## src/rtl/sha_pkg.sv

```systemverilog
// Package for the SHA-256 byte stream hash unit.
// Holds the round constants, initial hash values, the item type, the queue depth and a rotate function.
// Depends on nothing.
package sha_pkg;

	localparam int QueueDepth = 4;

	typedef struct packed {
		logic [7:0] data;
		logic       present;
		logic       last;
	} item_t;

	localparam logic [31:0] InitH [8] = '{
		32'h6a09e667, 32'hbb67ae85, 32'h3c6ef372, 32'ha54ff53a,
		32'h510e527f, 32'h9b05688c, 32'h1f83d9ab, 32'h5be0cd19
	};

	localparam logic [31:0] RoundK [64] = '{
		32'h428a2f98, 32'h71374491, 32'hb5c0fbcf, 32'he9b5dba5,
		32'h3956c25b, 32'h59f111f1, 32'h923f82a4, 32'hab1c5ed5,
		32'hd807aa98, 32'h12835b01, 32'h243185be, 32'h550c7dc3,
		32'h72be5d74, 32'h80deb1fe, 32'h9bdc06a7, 32'hc19bf174,
		32'he49b69c1, 32'hefbe4786, 32'h0fc19dc6, 32'h240ca1cc,
		32'h2de92c6f, 32'h4a7484aa, 32'h5cb0a9dc, 32'h76f988da,
		32'h983e5152, 32'ha831c66d, 32'hb00327c8, 32'hbf597fc7,
		32'hc6e00bf3, 32'hd5a79147, 32'h06ca6351, 32'h14292967,
		32'h27b70a85, 32'h2e1b2138, 32'h4d2c6dfc, 32'h53380d13,
		32'h650a7354, 32'h766a0abb, 32'h81c2c92e, 32'h92722c85,
		32'ha2bfe8a1, 32'ha81a664b, 32'hc24b8b70, 32'hc76c51a3,
		32'hd192e819, 32'hd6990624, 32'hf40e3585, 32'h106aa070,
		32'h19a4c116, 32'h1e376c08, 32'h2748774c, 32'h34b0bcb5,
		32'h391c0cb3, 32'h4ed8aa4a, 32'h5b9cca4f, 32'h682e6ff3,
		32'h748f82ee, 32'h78a5636f, 32'h84c87814, 32'h8cc70208,
		32'h90befffa, 32'ha4506ceb, 32'hbef9a3f7, 32'hc67178f2
	};

	function automatic logic [31:0] ror(input logic [31:0] v, input int s);
		ror = (v >> s) | (v << (32 - s));
	endfunction

endpackage

```

## src/rtl/sha_item_queue.sv

```systemverilog
// Short queue of classified items between the front and the back part.
// Depends on sha_pkg.
module sha_item_queue (
	input  logic           clk,
	input  logic           arst_n,
	input  logic           push,
	input  sha_pkg::item_t push_item,
	output logic           full,
	input  logic           pop,
	output logic           not_empty,
	output sha_pkg::item_t head
);

	localparam int Aw = $clog2(sha_pkg::QueueDepth);

	sha_pkg::item_t mem_q [sha_pkg::QueueDepth];
	logic [Aw-1:0] wr_q, rd_q;
	logic [Aw:0]   cnt_q;

	assign full      = (cnt_q == (Aw+1)'(sha_pkg::QueueDepth));
	assign not_empty = (cnt_q != '0);
	assign head      = mem_q[rd_q];

	always_ff @(posedge clk) begin
		if (push) mem_q[wr_q] <= push_item;
	end

	always_ff @(posedge clk or negedge arst_n) begin
		if (!arst_n) begin
			wr_q  <= '0;
			rd_q  <= '0;
			cnt_q <= '0;
		end else begin
			if (push) wr_q <= wr_q + 1'b1;
			if (pop) rd_q <= rd_q + 1'b1;
			cnt_q <= cnt_q + (Aw+1)'(push) - (Aw+1)'(pop);
		end
	end

endmodule

```

## src/rtl/sha_core.sv

```systemverilog
// Back part: block packing, padding, 64-round compression and digest output.
// Depends on sha_pkg.
module sha_core (
	input  logic           clk,
	input  logic           arst_n,
	input  logic           item_valid,
	input  sha_pkg::item_t item,
	output logic           item_pop,
	output logic [31:0]    digest_word,
	output logic           digest_last,
	output logic           out_valid,
	input  logic           out_stall
);

	localparam logic [2:0] StIdle = 3'd0;
	localparam logic [2:0] StPad  = 3'd1;
	localparam logic [2:0] StLoad = 3'd2;
	localparam logic [2:0] StRnd  = 3'd3;
	localparam logic [2:0] StAdd  = 3'd4;
	localparam logic [2:0] StOut  = 3'd5;

	logic [2:0]  state_q;
	logic [31:0] h_q [8];
	logic [31:0] v_q [8];
	logic [31:0] w_q [16];
	logic [63:0] len_q;
	logic [5:0]  pos_q;
	logic [5:0]  rnd_q;
	logic [2:0]  oidx_q;
	logic        fin_q;
	logic        pend_end_q;
	logic        len_done_q;
	logic        pad_more_q;

	logic [31:0] wr, t1, t2, s0, s1;
	logic [7:0]  pad_byte;

	assign item_pop    = (state_q == StIdle) && item_valid;
	assign out_valid   = (state_q == StOut);
	assign digest_word = h_q[oidx_q];
	assign digest_last = (oidx_q == 3'd7);

	always_comb begin
		s1 = sha_pkg::ror(w_q[14], 17) ^ sha_pkg::ror(w_q[14], 19) ^ (w_q[14] >> 10);
		s0 = sha_pkg::ror(w_q[1], 7) ^ sha_pkg::ror(w_q[1], 18) ^ (w_q[1] >> 3);
		wr = (rnd_q < 6'd16) ? w_q[0] : (s1 + w_q[9] + s0 + w_q[0]);
		t1 = v_q[7] + (sha_pkg::ror(v_q[4], 6) ^ sha_pkg::ror(v_q[4], 11)
			^ sha_pkg::ror(v_q[4], 25)) + ((v_q[4] & v_q[5]) ^ (~v_q[4] & v_q[6]))
			+ sha_pkg::RoundK[rnd_q] + wr;
		t2 = (sha_pkg::ror(v_q[0], 2) ^ sha_pkg::ror(v_q[0], 13)
			^ sha_pkg::ror(v_q[0], 22))
			+ ((v_q[0] & v_q[1]) ^ (v_q[0] & v_q[2]) ^ (v_q[1] & v_q[2]));
		pad_byte = (pos_q >= 6'd56 && len_done_q) ? len_q[{~pos_q[2:0], 3'b000} +: 8]
			: (pend_end_q ? 8'h80 : 8'h00);
	end

	always_ff @(posedge clk) begin
		case (state_q)
			StIdle: begin
				if (item_valid && item.present) begin
					w_q[pos_q[5:2]][{~pos_q[1:0], 3'b000} +: 8] <= item.data;
				end
			end
			StPad: begin
				w_q[pos_q[5:2]][{~pos_q[1:0], 3'b000} +: 8] <= pad_byte;
			end
			StLoad: begin
				for (int j = 0; j < 8; j++) v_q[j] <= h_q[j];
			end
			StRnd: begin
				for (int j = 0; j < 15; j++) w_q[j] <= w_q[j+1];
				w_q[15] <= wr;
				v_q[7] <= v_q[6];
				v_q[6] <= v_q[5];
				v_q[5] <= v_q[4];
				v_q[4] <= v_q[3] + t1;
				v_q[3] <= v_q[2];
				v_q[2] <= v_q[1];
				v_q[1] <= v_q[0];
				v_q[0] <= t1 + t2;
			end
			default: begin
			end
		endcase
	end

	always_ff @(posedge clk or negedge arst_n) begin
		if (!arst_n) begin
			state_q    <= StIdle;
			for (int j = 0; j < 8; j++) h_q[j] <= sha_pkg::InitH[j];
			len_q      <= '0;
			pos_q      <= '0;
			rnd_q      <= '0;
			oidx_q     <= '0;
			fin_q      <= 1'b0;
			pend_end_q <= 1'b0;
			len_done_q <= 1'b0;
			pad_more_q <= 1'b0;
		end else begin
			case (state_q)
				StIdle: begin
					if (item_valid) begin
						if (item.present) begin
							len_q <= len_q + 64'd8;
							pos_q <= pos_q + 6'd1;
						end
						if (item.present && pos_q == 6'd63) begin
							fin_q      <= 1'b0;
							pend_end_q <= item.last;
							state_q    <= StLoad;
						end else if (item.last) begin
							pend_end_q <= 1'b1;
							len_done_q <= 1'b0;
							state_q    <= StPad;
						end
					end
				end
				StPad: begin
					pend_end_q <= 1'b0;
					pos_q      <= pos_q + 6'd1;
					if (pos_q == 6'd63) begin
						fin_q      <= len_done_q;
						pad_more_q <= !len_done_q;
						state_q    <= StLoad;
					end else if (pos_q == 6'd55 && !len_done_q) begin
						len_done_q <= 1'b1;
					end
				end
				StLoad: begin
					rnd_q   <= '0;
					state_q <= StRnd;
				end
				StRnd: begin
					rnd_q <= rnd_q + 6'd1;
					if (rnd_q == 6'd63) state_q <= StAdd;
				end
				StAdd: begin
					for (int j = 0; j < 8; j++) h_q[j] <= h_q[j] + v_q[j];
					pad_more_q <= 1'b0;
					if (fin_q) begin
						oidx_q  <= '0;
						state_q <= StOut;
					end else if (pend_end_q || pad_more_q) begin
						len_done_q <= 1'b0;
						state_q    <= StPad;
					end else begin
						state_q <= StIdle;
					end
				end
				StOut: begin
					if (!out_stall) begin
						oidx_q <= oidx_q + 3'd1;
						if (oidx_q == 3'd7) begin
							for (int j = 0; j < 8; j++) h_q[j] <= sha_pkg::InitH[j];
							len_q   <= '0;
							pos_q   <= '0;
							fin_q   <= 1'b0;
							state_q <= StIdle;
						end
					end
				end
				default: state_q <= StIdle;
			endcase
		end
	end

endmodule

```

## src/rtl/sha256_byte_stream_hash_unit.sv

```systemverilog
// Top level of the SHA-256 byte stream hash unit.
// Depends on sha_pkg, sha_item_queue and sha_core.
//
// Input beats carry message_byte, byte_present and message_end on a
// valid/stall channel. The front part takes a beat whenever the item queue
// has room, dropping beats that carry neither a byte nor an end, and queues
// the rest. While idle, the back part packs one byte per cycle into the
// block buffer; it takes no bytes while it pads, compresses or sends the
// digest. The 64th byte of a block starts a compression: a load step, 64
// rounds at one per cycle in the single round unit, and an add step.
// An end beat pads the block one byte per cycle and runs one or two
// compressions, then the eight digest words leave on the output channel,
// H0 first, digest_last on the eighth. The back part waits while the
// receiver stalls; the queue keeps taking beats until it is full. Reset
// empties the queue, loads the initial hash values and clears the length.
module sha256_byte_stream_hash_unit (
	input  logic        clk,
	input  logic        arst_n,
	input  logic        valid,
	output logic        stall,
	input  logic [7:0]  message_byte,
	input  logic        byte_present,
	input  logic        message_end,
	output logic        digest_valid,
	input  logic        digest_stall,
	output logic [31:0] digest_word,
	output logic        digest_last
);

	sha_pkg::item_t in_item, head;
	logic full, not_empty, pop, push;

	assign in_item = '{data: message_byte, present: byte_present, last: message_end};
	assign stall   = full;
	assign push    = valid && !full && (byte_present || message_end);

	sha_item_queue u_queue (
		.clk(clk), .arst_n(arst_n), .push(push), .push_item(in_item), .full(full),
		.pop(pop), .not_empty(not_empty), .head(head)
	);

	sha_core u_core (
		.clk(clk), .arst_n(arst_n), .item_valid(not_empty), .item(head),
		.item_pop(pop), .digest_word(digest_word), .digest_last(digest_last),
		.out_valid(digest_valid), .out_stall(digest_stall)
	);

	a_pop_nonempty: assert property (@(posedge clk) disable iff (!arst_n)
		pop |-> not_empty) else $error("pop from empty queue");
	a_out_hold: assert property (@(posedge clk) disable iff (!arst_n)
		digest_valid && digest_stall |=> digest_valid && $stable(digest_word))
		else $error("digest changed under stall");
	a_no_pop_out: assert property (@(posedge clk) disable iff (!arst_n)
		digest_valid |-> !pop) else $error("item taken during digest output");

endmodule
```

## config.mk

```make
export PLATFORM = sky130hd
export DESIGN_NAME = sha256_byte_stream_hash_unit
export DESIGN_NICKNAME = d
export VERILOG_FILES = /design/src/rtl/sha_pkg.sv /design/src/rtl/sha_item_queue.sv /design/src/rtl/sha_core.sv /design/src/rtl/sha256_byte_stream_hash_unit.sv
export SDC_FILE = /design/constraint.sdc
export NUM_CORES = 2
export LEC_CHECK = 0
export BUFFER_PORTS_ARGS = -buffer_cell sky130_fd_sc_hd__buf_2
export CAP_MARGIN = 20
export CORE_AREA = 2 2 303 455
export DETAILED_ROUTE_END_ITERATION = 7
export DIE_AREA = 0 0 305 457
export GPL_ROUTABILITY_DRIVEN = 1
export PLACE_DENSITY_LB_ADDON = 0.1
export SYNTH_ARGS = -nofsm -noshare
export SYNTH_HDL_FRONTEND = slang
export SYNTH_SLANG_ARGS = --single-unit
```

## constraint.sdc

```tcl
create_clock -name clk -period 9.7 [get_ports clk]
set_input_delay 2.91 -clock clk [delete_from_list [all_inputs] [get_ports clk]]
set_output_delay 2.91 -clock clk [all_outputs]
set_load 0.02 [all_outputs]
```

==> reports/metrics.yaml <==
floorplanning:
  num_rows: 166
  dieArea_um2: 139400
  die_x_um: 305
  die_height_um: 457
  core_um2: 135600
  io_pins: 49
  start_util_pct: 56.59
layout:
  drive_gt1_share_pct: 15.08
  final_cell_area_um2: 86470
  fillers: 11160
  fin_nets: 8497
  multi_input_area_um2: 41370
  final_common_cell: "nand2_1"
  final_util_pct: 63.76
  syn2layout_area_growth_pct: 12.66
  most-common-layout-cells: "1012 x nand2_1, 808 x edfxtp_1, 661 x a21o_1"
  ff_latch_area_um2: 33110
route:
  routedWlPerCell_um: 27.56
  routed_via_density: 6.289
  drt-pass1-iter-count: 6
  drt_drc_violations_left: 0
  ant_nets: 0
  vias: 61220
  drt-initial-drc-count: 5497
  totalWireLength_mm: 268.3
sta:
  fmax_mhz: 102.6
  setup_viol: 1
  final_hold_viol_count: 0
  skew_ps: 40.31
  fin_ws_ps: -50.06
  fin_crit_sh_pct: 100.5
  setup_tns_ps: -50.06
  rsz0062_at_grt: "yes"
  slew_headroom_pct: 22.08
  drv_slew: 0
  tightest_slew_ps: 1169
  fin_crit_ps: 9750
setup_path:
  slowest_stage: "fa_1"
  startpoint: "u_core.w_q[14][26]$_DFFE_PP_"
  cp-end-kind: "flip-flop"
  crit_arrival_ps: 10280
  r2r-start: "u_core.w_q[14][26]$_DFFE_PP_"
  crit_type: "flip-flop to flip-flop"
  start_kind: "flip-flop"
  crit_fanout: 4
  cp.required_ps: 10230
  crit_top_cell: "fa_1"
  cp_slowest_stage_delay_ps: 590
  path_buf_inv: 7
  crit_family: "adder cells"
place:
  dp_hpwl_mm: 200.7
  portBuffers: 48
  pre_cts_ws_ps: -482.2
  post_dp_cell_area_um2: 81710
  place.gp.congestion: 1.038
logic_synthesis:
  synth.net_count: 8182
  ys_types: 94
  async_flop_share_pct: 29.98
  avgSynthCellArea_um2: 10.16
  yosys_register_bits: 1154
  yosysSeqAreaShare_pct: 43.11
  ys.flop_type: "edfxtp_1"
  ys_warn_count: 0
  synth_cells: 7555
  syn_area_um2: 76760
  synth_edf_count: 808
worst_hold_path:
  hold_start: "u_core.w_q[8][26]$_DFFE_PP_"
  min_path_type: "flip-flop to flip-flop"
global_routing:
  grt_pass1_wl_mm: 395.4
  first_global_vias: 61940
  antenna_found_initial: 5
  grt_use_met2_pct: 66.70
  met3_usage_pct: 4.933
  gr-usage-met1_pct: 41.24
  busiest_layer: "met2"
  grt_max_degree: 182
  grt_usage_pct: 38.34
  overflow: 0
power_and_ir_drop:
  power_mw: 10.19
  vdd_ir_drop_max_mv: 0.1431
  p_leak_nw: 38.22
  p_per_area_nw_per_um2: 117.8
clocking:
  worstSkewPairLatency_ps: 810
  cts_buffers: 114
  cts_tree: "yes"
  numClockSinks: 1154
  htree_levels: 3
  clock-root-buffer: "clkbuf_16"
  clk_pin_slew_ps: 70
  cts_hold_buf: 0
  clock_tree.buffer_depth: 3
run_status:
  violations: "setup timing"
  status: "finished with violations"
run:
  cap_violations: 0
## power breakdown
part           internal, mW  switching (mW)
registers              5.27          0.0218
logic                0.0554           0.122
clock network          2.58            2.14
total                  7.90            2.28
## synthesized netlist by cell type (15+ instances only)
| master | count | share of area (%) |
|---|---|---|
| a211oi_1 | 42 | 0.41 |
| a21boi_0 | 17 | 0.17 |
| a21o_1 | 661 | 6.5 |
| a21oi_1 | 483 | 3.1 |
| a22o_1 | 18 | 0.21 |
| a31oi_1 | 46 | 0.37 |
| and2_1 | 23 | 0.19 |
| and3_1 | 47 | 0.38 |
| buf_1 | 37 | 0.18 |
| clkbuf_1 | 360 | 1.8 |
| dfrtp_1 | 210 | 6.8 |
| dfstp_2 | 136 | 4.7 |
| edfxtp_1 | 808 | 32 |
| fa_1 | 198 | 5.2 |
| ha_1 | 415 | 6.8 |
| inv_1 | 372 | 1.8 |
| maj3_1 | 18 | 0.23 |
| mux2_2 | 39 | 0.57 |
| mux2i_1 | 69 | 0.90 |
| mux4_2 | 96 | 2.8 |
| nand2_1 | 1016 | 5.0 |
| nand2b_1 | 67 | 0.55 |
| nand3_1 | 106 | 0.69 |
| nand4_1 | 38 | 0.31 |
| nor2_1 | 460 | 2.2 |
| nor2b_1 | 46 | 0.37 |
| nor3_1 | 85 | 0.55 |
| o211ai_1 | 37 | 0.36 |
| o21a_1 | 62 | 0.61 |
| o21ai_0 | 497 | 3.2 |
| o21bai_1 | 70 | 0.68 |
| o221ai_1 | 15 | 0.17 |
| o22a_1 | 16 | 0.18 |
| o22ai_1 | 45 | 0.37 |
| o31ai_1 | 32 | 0.31 |
| or2_2 | 18 | 0.15 |
| or3_1 | 33 | 0.27 |
| xnor2_1 | 373 | 4.3 |
| xor2_1 | 245 | 2.8 |
## registers in the layout, indices dropped and copies added (netlist names), 6 cells and up
register and cells:
u_core.w_q 512, u_core.h_q 256, u_core.v_q 256, u_core.len_q 61, u_queue.mem_q 40, u_core.pos_q 6
u_core.rnd_q 6
## final cells by class
class	instances	area share (%)
antenna	2	0.005788
clock buffer	140	3.481
clock inverter	75	1.036
inverter	376	1.641
multi-input combinational	5623	47.84
sequential	1154	38.29
tap	1764	2.552
timing repair buffer	601	5.151
## layer usage
layer	vias to the layer above	part of all wire, %
met2	2429	50
met4	4	10
met3	886	5.6
met1	30310	34
met5	-	0.010
li1	27590	-
## stage by stage
| stage | hold WS, ps | cells |
|---|---|---|
| after floorplan | 470.4 | 7555 |
| after global placement | 485.1 | 9458 |
| after detailed placement | 500.9 | 9472 |
| after CTS | 511.6 | 9695 |
| after global routing | 525.2 | 9734 |
| final | 511.9 | 9735 |
## timing repair
item / 4_1_cts / 5_1_grt
gates cloned: 0 / 0
gates resized for setup: 32 / 83
setup endpoints to repair: 16 / 17
pin swaps: 24 / 32
setup buffers: 8 / 12
## kinds of logic after synthesis
group,Yosys count,synth area share [%]
muxes,204,4.289
adders and majority gates,631,12.16
and+or+nand+nor,1991,11.21
AOI/OAI and AO/OA,2179,18.35
xor gates and xnor gates,618,7.052
DFF,1154,43.11
buffers and inverters,778,3.824
## worst paths after layout
| kind | endpoint | slack [ps] | depth (start not counted) |
|---|---|---|---|
| max | u_core.v_q[0][30]$_DFFE_PP_ | -50 | 44 |
| min in group asynchronous | u_core.h_q[190]$_DFFE_PN0P_ | 2180 | 1 |
| max reg2reg | u_core.v_q[0][30]$_DFFE_PP_ | -50 | 44 |
| min | u_core.w_q[7][26]$_DFFE_PP_ | 510 | 1 |
| min reg2reg | u_core.w_q[7][26]$_DFFE_PP_ | 510 | 1 |
| max in group asynchronous | u_core.oidx_q[0]$_DFFE_PN0P_ | 5910 | 2 |
(Power assumes the default switching activity.)
